**src/rtl/core/ir_pulse_timing_decoder_assert.svh**
```systemverilog
// Assertion macros shared by the IR pulse timing decoder RTL.
// Each macro expects clk and rst_n to be in scope where it is used.
`ifndef IR_PULSE_TIMING_DECODER_ASSERT_SVH
`define IR_PULSE_TIMING_DECODER_ASSERT_SVH

// Implication-style check, sampled on the rising clock edge, off during reset
`define IPTD_ASSERT(label, prop, msg) \
    label: assert property (@(posedge clk) disable iff (!rst_n) (prop)) else $error(msg);

// Condition that must never be seen on a clock edge outside reset
`define IPTD_NEVER(label, cond, msg) \
    label: assert property (@(posedge clk) disable iff (!rst_n) !(cond)) else $error(msg);

`endif

```
**src/rtl/core/iptd_pkg.sv**
```systemverilog
// Package for the IR pulse timing decoder: types, codes and reset constants.
// No dependencies; used by iptd_frame_fsm and ir_pulse_timing_decoder.
`timescale 1ns / 1ps

package iptd_pkg;

    // Field widths
    localparam int TICK_W   = 8;
    localparam int CODE_W   = 8;
    localparam int STATUS_W = 2;
    localparam int CFG_IDX_W  = 3;
    localparam int CFG_DATA_W = 8;

    // Default number of bits in one frame
    localparam int CODE_BITS_DEFAULT = 8;

    // Register reset values
    localparam logic              CHANNEL_RESET     = 1'b1;
    localparam logic [TICK_W-1:0] START_EDGE_RESET  = 8'd40;
    localparam logic [TICK_W-1:0] START_QUIET_RESET = 8'd150;
    localparam logic [TICK_W-1:0] BIT_EDGE_RESET    = 8'd75;
    localparam logic [TICK_W-1:0] BIT_CHECK_RESET   = 8'd55;

    // Register indexes on the configuration port
    localparam logic [CFG_IDX_W-1:0] REG_CHANNEL_SELECT    = 3'd0;
    localparam logic [CFG_IDX_W-1:0] REG_START_EDGE_TICKS  = 3'd1;
    localparam logic [CFG_IDX_W-1:0] REG_START_QUIET_TICKS = 3'd2;
    localparam logic [CFG_IDX_W-1:0] REG_BIT_EDGE_TICKS    = 3'd3;
    localparam logic [CFG_IDX_W-1:0] REG_BIT_CHECK_TICKS   = 3'd4;

    // Frame status codes
    typedef enum logic [STATUS_W-1:0] {
        STATUS_NO_START = 2'd0,
        STATUS_DONE     = 2'd1,
        STATUS_ABORT    = 2'd2
    } status_t;

    // Decoder phases
    typedef enum logic [1:0] {
        PH_START_EDGE  = 2'd0,
        PH_START_QUIET = 2'd1,
        PH_BIT_EDGE    = 2'd2,
        PH_BIT_CHECK   = 2'd3
    } phase_t;

    // Configuration handed to the frame state machine
    typedef struct packed {
        logic              channel_select;
        logic [TICK_W-1:0] start_edge_ticks;
        logic [TICK_W-1:0] start_quiet_ticks;
        logic [TICK_W-1:0] bit_edge_ticks;
        logic [TICK_W-1:0] bit_check_ticks;
    } cfg_t;

    // One frame result from the state machine
    typedef struct packed {
        logic              valid;
        logic [CODE_W-1:0] code;
        status_t           status;
    } result_t;

endpackage

```
**src/rtl/core/iptd_frame_fsm.sv**
```systemverilog
// Frame state machine of the IR pulse timing decoder: edge detect, windows, bit shift.
// Depends on iptd_pkg and ir_pulse_timing_decoder_assert.svh.
`timescale 1ns / 1ps
`include "ir_pulse_timing_decoder_assert.svh"

module iptd_frame_fsm #(
    parameter int CODE_BITS = iptd_pkg::CODE_BITS_DEFAULT
) (
    input  logic             clk,
    input  logic             rst_n,
    input  iptd_pkg::cfg_t   cfg,
    input  logic             step,
    input  logic             level_low_pin,
    input  logic             level_high_pin,
    output iptd_pkg::result_t result
);
    import iptd_pkg::*;

    localparam int POS_W = $clog2(CODE_BITS + 1);

    phase_t             phase_reg,      phase_next;
    logic [TICK_W-1:0]  ticks_reg,      ticks_next;
    logic               prev_level_reg, prev_level_next;
    logic [POS_W-1:0]   pos_reg,        pos_next;
    logic [CODE_W-1:0]  code_reg,       code_next;

    logic               level;
    logic               edge_seen;
    logic [TICK_W-1:0]  limit;
    logic               timeout;
    logic               bit_val;
    logic [POS_W-1:0]   pos_inc;
    logic               last_bit;
    logic [CODE_W-1:0]  code_set;

    // Selected pin and falling edge against the previous tick
    assign level     = cfg.channel_select ? level_high_pin : level_low_pin;
    assign edge_seen = prev_level_reg & ~level;

    // Window limit of the current phase
    always_comb
    begin
        unique case (phase_reg)
            PH_START_EDGE:  limit = cfg.start_edge_ticks;
            PH_START_QUIET: limit = cfg.start_quiet_ticks;
            PH_BIT_EDGE:    limit = cfg.bit_edge_ticks;
            PH_BIT_CHECK:   limit = cfg.bit_check_ticks;
            default:        limit = cfg.start_edge_ticks;
        endcase
    end

    assign timeout = (ticks_reg >= limit);

    // Bit value: zero on a missed bit edge, inverted level after the check window
    assign bit_val  = (phase_reg == PH_BIT_CHECK) ? ~level : 1'b0;
    assign pos_inc  = pos_reg + POS_W'(1);
    assign last_bit = (pos_inc == POS_W'(CODE_BITS));
    // bits at or past the output width shift out to zero
    assign code_set = code_reg | (CODE_W'(bit_val) << pos_reg);

    // Next state
    always_comb
    begin
        phase_next      = phase_reg;
        ticks_next      = ticks_reg;
        prev_level_next = prev_level_reg;
        pos_next        = pos_reg;
        code_next       = code_reg;
        if (step)
        begin
            prev_level_next = level;
            ticks_next      = ticks_reg + TICK_W'(1);
            unique case (phase_reg)
                PH_START_EDGE:
                begin
                    if (edge_seen || timeout)
                    begin
                        phase_next = edge_seen ? PH_START_QUIET : PH_START_EDGE;
                        ticks_next = '0;
                    end
                end
                PH_START_QUIET:
                begin
                    if (edge_seen || timeout)
                    begin
                        phase_next = edge_seen ? PH_START_EDGE : PH_BIT_EDGE;
                        ticks_next = '0;
                        pos_next   = '0;
                        code_next  = '0;
                    end
                end
                PH_BIT_EDGE, PH_BIT_CHECK:
                begin
                    if (edge_seen && phase_reg == PH_BIT_EDGE)
                    begin
                        phase_next = PH_BIT_CHECK;
                        ticks_next = '0;
                    end
                    else if (edge_seen)
                    begin
                        // double edge aborts the frame
                        phase_next = PH_START_EDGE;
                        ticks_next = '0;
                        pos_next   = '0;
                        code_next  = '0;
                    end
                    else if (timeout)
                    begin
                        ticks_next = '0;
                        if (last_bit)
                        begin
                            phase_next = PH_START_EDGE;
                            pos_next   = '0;
                            code_next  = '0;
                        end
                        else
                        begin
                            phase_next = PH_BIT_EDGE;
                            pos_next   = pos_inc;
                            code_next  = code_set;
                        end
                    end
                end
                default:
                begin
                    phase_next = PH_START_EDGE;
                    ticks_next = '0;
                end
            endcase
        end
    end

    // Frame result for this tick
    always_comb
    begin
        result        = '0;
        result.status = STATUS_NO_START;
        if (step)
        begin
            unique case (phase_reg)
                PH_START_EDGE:
                begin
                    result.valid = ~edge_seen & timeout;
                end
                PH_START_QUIET:
                begin
                    result.valid = edge_seen;
                end
                PH_BIT_EDGE:
                begin
                    result.valid  = ~edge_seen & timeout & last_bit;
                    result.code   = code_set;
                    result.status = STATUS_DONE;
                end
                PH_BIT_CHECK:
                begin
                    result.valid  = edge_seen | (timeout & last_bit);
                    result.code   = edge_seen ? code_reg : code_set;
                    result.status = edge_seen ? STATUS_ABORT : STATUS_DONE;
                end
                default:
                begin
                    result.valid = 1'b0;
                end
            endcase
        end
    end

    // State registers
    always_ff @(posedge clk or negedge rst_n)
    begin
        if (!rst_n)
        begin
            phase_reg      <= PH_START_EDGE;
            ticks_reg      <= '0;
            prev_level_reg <= 1'b1;
            pos_reg        <= '0;
            code_reg       <= '0;
        end
        else
        begin
            phase_reg      <= phase_next;
            ticks_reg      <= ticks_next;
            prev_level_reg <= prev_level_next;
            pos_reg        <= pos_next;
            code_reg       <= code_next;
        end
    end

    // Checks
    `IPTD_ASSERT(a_pos_in_range, pos_reg < POS_W'(CODE_BITS), "bit position past frame length")
    `IPTD_ASSERT(a_result_restarts, result.valid |=> phase_reg == PH_START_EDGE,
                 "decoder did not restart after a frame result")
    `IPTD_ASSERT(a_start_clean, phase_reg == PH_START_EDGE || phase_reg == PH_START_QUIET |->
                 code_reg == '0 && pos_reg == '0, "frame bits left over in start phases")

endmodule

```
**src/rtl/core/ir_pulse_timing_decoder.sv**
```systemverilog
// Top level of the IR pulse timing decoder: config registers, input stage, result register.
// Depends on iptd_pkg, iptd_frame_fsm and ir_pulse_timing_decoder_assert.svh.
// A tick beat held in the input register passes its frame result to the result register.
// Throughput: one tick beat per cycle; while a result beat is stalled the input register takes
// one more tick beat and then stalls, whether or not that tick ends a frame.
// Reset: async active low; clears the frame state machine and valids and loads register defaults.
`timescale 1ns / 1ps
`include "ir_pulse_timing_decoder_assert.svh"

module ir_pulse_timing_decoder #(
    parameter int CODE_BITS = iptd_pkg::CODE_BITS_DEFAULT
) (
    input  logic                               clk,
    input  logic                               rst_n,
    // configuration write port
    input  logic                               cfg_write_en,
    input  logic [iptd_pkg::CFG_IDX_W-1:0]     cfg_index,
    input  logic [iptd_pkg::CFG_DATA_W-1:0]    cfg_data,
    // tick input channel
    input  logic                               in_valid,
    output logic                               in_stall,
    input  logic                               level_low_pin,
    input  logic                               level_high_pin,
    // frame result channel
    output logic                               out_valid,
    input  logic                               out_stall,
    output logic [iptd_pkg::CODE_W-1:0]        frame_code,
    output logic [iptd_pkg::STATUS_W-1:0]      frame_status
);
    import iptd_pkg::*;

    cfg_t               cfg_reg;
    logic               in_valid_reg;
    logic               low_pin_reg;
    logic               high_pin_reg;
    logic               out_valid_reg,  out_valid_next;
    logic [CODE_W-1:0]  code_reg;
    status_t            status_reg;
    logic               proc_go;
    logic               in_take;
    result_t            result;

    // Configuration registers
    always_ff @(posedge clk or negedge rst_n)
    begin
        if (!rst_n)
        begin
            cfg_reg.channel_select    <= CHANNEL_RESET;
            cfg_reg.start_edge_ticks  <= START_EDGE_RESET;
            cfg_reg.start_quiet_ticks <= START_QUIET_RESET;
            cfg_reg.bit_edge_ticks    <= BIT_EDGE_RESET;
            cfg_reg.bit_check_ticks   <= BIT_CHECK_RESET;
        end
        else if (cfg_write_en)
        begin
            case (cfg_index)
                REG_CHANNEL_SELECT:    cfg_reg.channel_select    <= cfg_data[0];
                REG_START_EDGE_TICKS:  cfg_reg.start_edge_ticks  <= cfg_data;
                REG_START_QUIET_TICKS: cfg_reg.start_quiet_ticks <= cfg_data;
                REG_BIT_EDGE_TICKS:    cfg_reg.bit_edge_ticks    <= cfg_data;
                REG_BIT_CHECK_TICKS:   cfg_reg.bit_check_ticks   <= cfg_data;
                default:               ;
            endcase
        end
    end

    // Handshake: the held tick moves on whenever the result register can take a beat
    assign proc_go  = in_valid_reg & (~out_valid_reg | ~out_stall);
    assign in_stall = in_valid_reg & ~proc_go;
    assign in_take  = in_valid & ~in_stall;

    // Input stage
    always_ff @(posedge clk or negedge rst_n)
    begin
        if (!rst_n)
        begin
            in_valid_reg <= 1'b0;
        end
        else if (in_take || proc_go)
        begin
            in_valid_reg <= in_take;
        end
    end

    always_ff @(posedge clk)
    begin
        if (in_take)
        begin
            low_pin_reg  <= level_low_pin;
            high_pin_reg <= level_high_pin;
        end
    end

    // Frame decoding
    iptd_frame_fsm #(
        .CODE_BITS (CODE_BITS)
    ) u_frame_fsm (
        .clk            (clk),
        .rst_n          (rst_n),
        .cfg            (cfg_reg),
        .step           (proc_go),
        .level_low_pin  (low_pin_reg),
        .level_high_pin (high_pin_reg),
        .result         (result)
    );

    // Result register
    always_comb
    begin
        out_valid_next = out_valid_reg & out_stall;
        if (proc_go)
        begin
            out_valid_next = result.valid;
        end
    end

    always_ff @(posedge clk or negedge rst_n)
    begin
        if (!rst_n)
        begin
            out_valid_reg <= 1'b0;
        end
        else
        begin
            out_valid_reg <= out_valid_next;
        end
    end

    always_ff @(posedge clk)
    begin
        if (proc_go && result.valid)
        begin
            code_reg   <= result.code;
            status_reg <= result.status;
        end
    end

    assign out_valid    = out_valid_reg;
    assign frame_code   = code_reg;
    assign frame_status = status_reg;

    // Checks
    `IPTD_ASSERT(a_no_start_zero, out_valid_reg && status_reg == STATUS_NO_START |->
                 code_reg == '0, "no-start result carries a nonzero code")
    `IPTD_ASSERT(a_tick_held, in_valid_reg && !proc_go |=> in_valid_reg,
                 "held tick dropped from the input stage")
    `IPTD_NEVER(a_no_overwrite, proc_go && result.valid && out_valid_reg && out_stall,
                "result written over a stalled beat")

endmodule
```
**config.mk**
```make
export PLATFORM = sky130hd
export DESIGN_NAME = ir_pulse_timing_decoder
export DESIGN_NICKNAME = d
export VERILOG_FILES = /design/src/rtl/core/iptd_pkg.sv /design/src/rtl/core/iptd_frame_fsm.sv /design/src/rtl/core/ir_pulse_timing_decoder.sv
export VERILOG_INCLUDE_DIRS = /design/src /design/src/rtl/core
export SDC_FILE = /design/constraint.sdc
export NUM_CORES = 1
export LEC_CHECK = 0
export BUFFER_PORTS_ARGS = -buffer_cell sky130_fd_sc_hd__buf_2
export CAP_MARGIN = 20
export CORE_ASPECT_RATIO = 0.8
export CORE_UTILIZATION = 59
export DETAILED_ROUTE_END_ITERATION = 8
export PLACE_DENSITY = 0.86
export SLEW_MARGIN = 20
export SYNTH_ARGS = -nofsm -noshare
export SYNTH_HDL_FRONTEND = slang
export SYNTH_HIERARCHICAL = 1
export SYNTH_SLANG_ARGS = --single-unit
```
**constraint.sdc**
```tcl
create_clock -name clk -period 4.2 [get_ports clk]
set_clock_uncertainty 0.15 [all_clocks]
set_input_delay 0.63 -clock clk [delete_from_list [all_inputs] [get_ports clk]]
set_output_delay 0.63 -clock clk [all_outputs]
set_load 0.02 [all_outputs]
```
==> load_flow_metrics.sql <==
INSERT INTO impl_metrics (metric_group, metric, value, unit) VALUES
('placed_design', 'half_perimeter_wire_length_of_the_detailed_placement_result', '4726', 'um'),
('final_layout', 'largest_register_ff_count', '33', ''),
('setup_path', 'critical_path.top_delay_family', 'compound AO/OA/AOI/OAI gates', ''),
('global_route', 'track_usage', '25.08', '%'),
('sta', 'setup_tns', '0', 'ns'),
('synthesis', 'async_reset_ff_share', '82.86', '%'),
('power_and_ir_drop', 'vdd_drop_max', '0.3444', 'mV'),
('route', 'dr.max_layer_used', 'met4', ''),
('clock_network', 'cts_buffers', '9', ''),
('clock_network', 'htree_num_levels', '3', ''),
('clock_network', 'clock_sinks', '70', ''),
('global_route', 'grt_antenna_before_repair', '0', ''),
('setup_path', 'path_class', 'flip-flop to flip-flop', ''),
('route', 'routed-wl-met3', '437', 'um'),
('placed_design', 'port-buffer-count', '29', ''),
('route', 'detail_route.wirelength.met1', '3262', 'um'),
('setup_path', 'cp.buffers_inverters', '1', ''),
('final_layout', 'diodes_inserted', '0', ''),
('global_route', 'overflow', '0', ''),
('die', 'rows', '24', ''),
('sta', 'max_slew.worst_pin.slew', '0.7740', 'ns'),
('synthesis', 'post_synthesis_instance_area', '3506', 'um2'),
('sta', 'finalSetupViolations', '0', ''),
('die', 'core', '5585', 'um2'),
('sta', 'max_slew_margin', '48.40', '%'),
('setup_path', 'end_kind', 'flip-flop', ''),
('global_route', 'grt_pass1_vias', '2343', ''),
('route', 'drt-initial-drc-count', '244', ''),
('clock_network', 'count_of_instances_resized_after_the_clock_tree_is_built', '0', ''),
('global_route', 'grt_first_pass_wirelength', '11550', 'um'),
('synthesis', 'register_area_share_after_synthesis', '52.28', '%'),
('global_route', 'largest_net_degree_at_the_start_of_global_routing', '34', ''),
('final_layout', 'areaGrowthSynthToFinish', '11.42', '%'),
('clock_network', 'cts_root_buf', 'sky130_fd_sc_hd__clkbuf_8', ''),
('power_and_ir_drop', 'power.leakage', '1.726', 'nW'),
('synthesis', 'synth_fp_nets', '308', ''),
('sta', 'period_share', '83.26', '%'),
('final_layout', 'multiInputGateArea', '1538', 'um2'),
('sta', 'fin_hold_ws', '0.1999', 'ns'),
('route', 'met2RoutedLength', '2992', 'um'),
('hold_path', 'hp-class', 'input pin to async pin', ''),
('sta', 'minimum_clock_period', '3.497', 'ns'),
('die', 'chipHeight', '70.95', 'um'),
('route', 'ant_nets', '0', ''),
('synthesis', 'post_synth.cell_area_avg', '12.52', 'um2'),
('sta', 'fmax', '286.0', 'MHz'),
('sta', 'slew_violations', '0', ''),
('power_and_ir_drop', 'p_per_area', '608.6', 'nW/um2'),
('placed_design', 'rd_place_congestion', '0.9463', ''),
('synthesis', 'dominantRegCellSynth', 'sky130_fd_sc_hd__dfrtp_1', ''),
('setup_path', 'cp_slowest_cell', 'sky130_fd_sc_hd__dfrtp_1', ''),
('run_status', 'outcome', 'finished, final reports clean', ''),
('setup_path', 'cp.required', '4.28', 'ns'),
('sta', 'grt_setup_unrepaired', 'no', ''),
('clock_network', 'clk-insertion-delay-late', '0.35', 'ns'),
('sta', 'hold_viol_final', '0', ''),
('route', 'routed-via-count', '2331', ''),
('final_layout', 'seqCellArea', '1833', 'um2'),
('synthesis', 'post_synth_edffs', '12', ''),
('die', 'initial_utilization', '62.77', '%'),
('route', 'route.detailed.wl_per_inst', '17.28', 'um'),
('synthesis', 'postSynthCellCount', '280', ''),
('clock_network', 'post_cts.repair.setup_buffers', '0', ''),
('die', 'boundaryPins', '30', ''),
('setup_path', 'timing.critical_path.from_type', 'flip-flop', ''),
('setup_path', 'cp.arrival', '3.58', 'ns'),
('setup_path', 'worst-path-max-fanout', '18', ''),
('final_layout', 'fin_nets', '338', ''),
('run', 'cap_viol_max_count', '0', ''),
('route', 'drcViolationCount', '0', ''),
('synthesis', 'yosysUniqueCellTypes', '50', '');
==> cells in the final DEF, fill, tap and decap left out, types with 12 or more instances in the layout <==
cell type	count
sky130_fd_sc_hd__edfxtp_1	12
sky130_fd_sc_hd__nand2_1	13
sky130_fd_sc_hd__dfrtp_1	41
sky130_fd_sc_hd__mux2_2	26
sky130_fd_sc_hd__clkbuf_8	12
sky130_fd_sc_hd__nor2_1	27
sky130_fd_sc_hd__dfstp_2	17
sky130_fd_sc_hd__inv_1	14
sky130_fd_sc_hd__buf_2	29
sky130_fd_sc_hd__a21oi_1	13
==> per-layer routing <==
metal  track usage (%)  vias to the layer above
met5                 0                        -
met2             33.93                       94
met1             38.07                     1141
met3             8.518                       11
li1                  -                     1085
met4             8.423                        0
==> through the flow <==
step	cell area (um2)	std cells	power [mW]	setup WS, ns
4_1_cts	3906	393	2.380	0.7312
2_1_floorplan	3506	280	1.599	0.9524
3_3_place_gp	3689	377	1.751	0.8735
5_1_grt	3906	393	2.511	0.4881
3_5_place_dp	3689	377	1.784	0.8024
6_report	3906	393	2.378	0.7030
==> cells by family after synthesis <==
logic type,Yosys count,share of synthesized area (%)
xor+xnor,3,0.7496
simple gates,74,11.35
buf+inv,27,3.854
compound gates,53,10.99
flops,70,52.28
fa+ha+maj,10,3.569
mux,43,17.20
==> synthesized netlist by cell type, types with 4 or more instances <==
master | n | area share [%]
sky130_fd_sc_hd__clkbuf_1 | 5 | 0.54
sky130_fd_sc_hd__and2_1 | 4 | 0.71
sky130_fd_sc_hd__a21oi_1 | 13 | 1.9
sky130_fd_sc_hd__buf_6 | 4 | 1.3
sky130_fd_sc_hd__nor2b_1 | 7 | 1.2
sky130_fd_sc_hd__edfxtp_1 | 12 | 10
sky130_fd_sc_hd__mux2_4 | 8 | 3.4
sky130_fd_sc_hd__nand2_1 | 13 | 1.4
sky130_fd_sc_hd__mux4_2 | 8 | 5.1
sky130_fd_sc_hd__nor2_1 | 27 | 2.9
sky130_fd_sc_hd__o21ai_0 | 6 | 0.86
sky130_fd_sc_hd__ha_1 | 10 | 3.6
sky130_fd_sc_hd__nor3_1 | 6 | 0.86
sky130_fd_sc_hd__dfrtp_1 | 41 | 29
sky130_fd_sc_hd__a31oi_1 | 10 | 1.8
sky130_fd_sc_hd__dfstp_2 | 17 | 13
sky130_fd_sc_hd__mux2_2 | 26 | 8.4
sky130_fd_sc_hd__inv_1 | 14 | 1.5
==> power by group <==
| part | switching (mW) | total [mW] | internal (mW) |
|---|---|---|---|
| Combinational | 0.365 | 0.743 | 0.378 |
| Sequential | 0.183 | 1.05 | 0.868 |
| Clock | 0.258 | 0.583 | 0.325 |
| Total | 0.806 | 2.38 | 1.57 |
==> worst paths after layout <==
kind,start,end,slack [ns],cells past startpoint
max,u_frame_fsm/phase_reg[0],u_frame_fsm/pos_reg[1],0.70,8
min,rst_n,cfg_reg[31],0.20,1
max reg2reg,u_frame_fsm/phase_reg[0],u_frame_fsm/pos_reg[1],0.70,8
min reg2reg,u_frame_fsm/code_reg[0],u_frame_fsm/code_reg[0],0.36,2
max in group asynchronous,rst_n,cfg_reg[8],2.84,2
min in group clk,level_high_pin,high_pin_reg,0.31,1
==> area by class of cell <==
cell class | instances | area share [%]
inverter | 14 | 1.345
timing repair buffer | 32 | 4.292
sequential | 70 | 46.93
clock buffer | 12 | 4.228
clock inverter | 4 | 1.345
tap | 78 | 2.498
multi-input combinational | 183 | 39.37
Note: power is estimated with default switching activity, not from simulation.
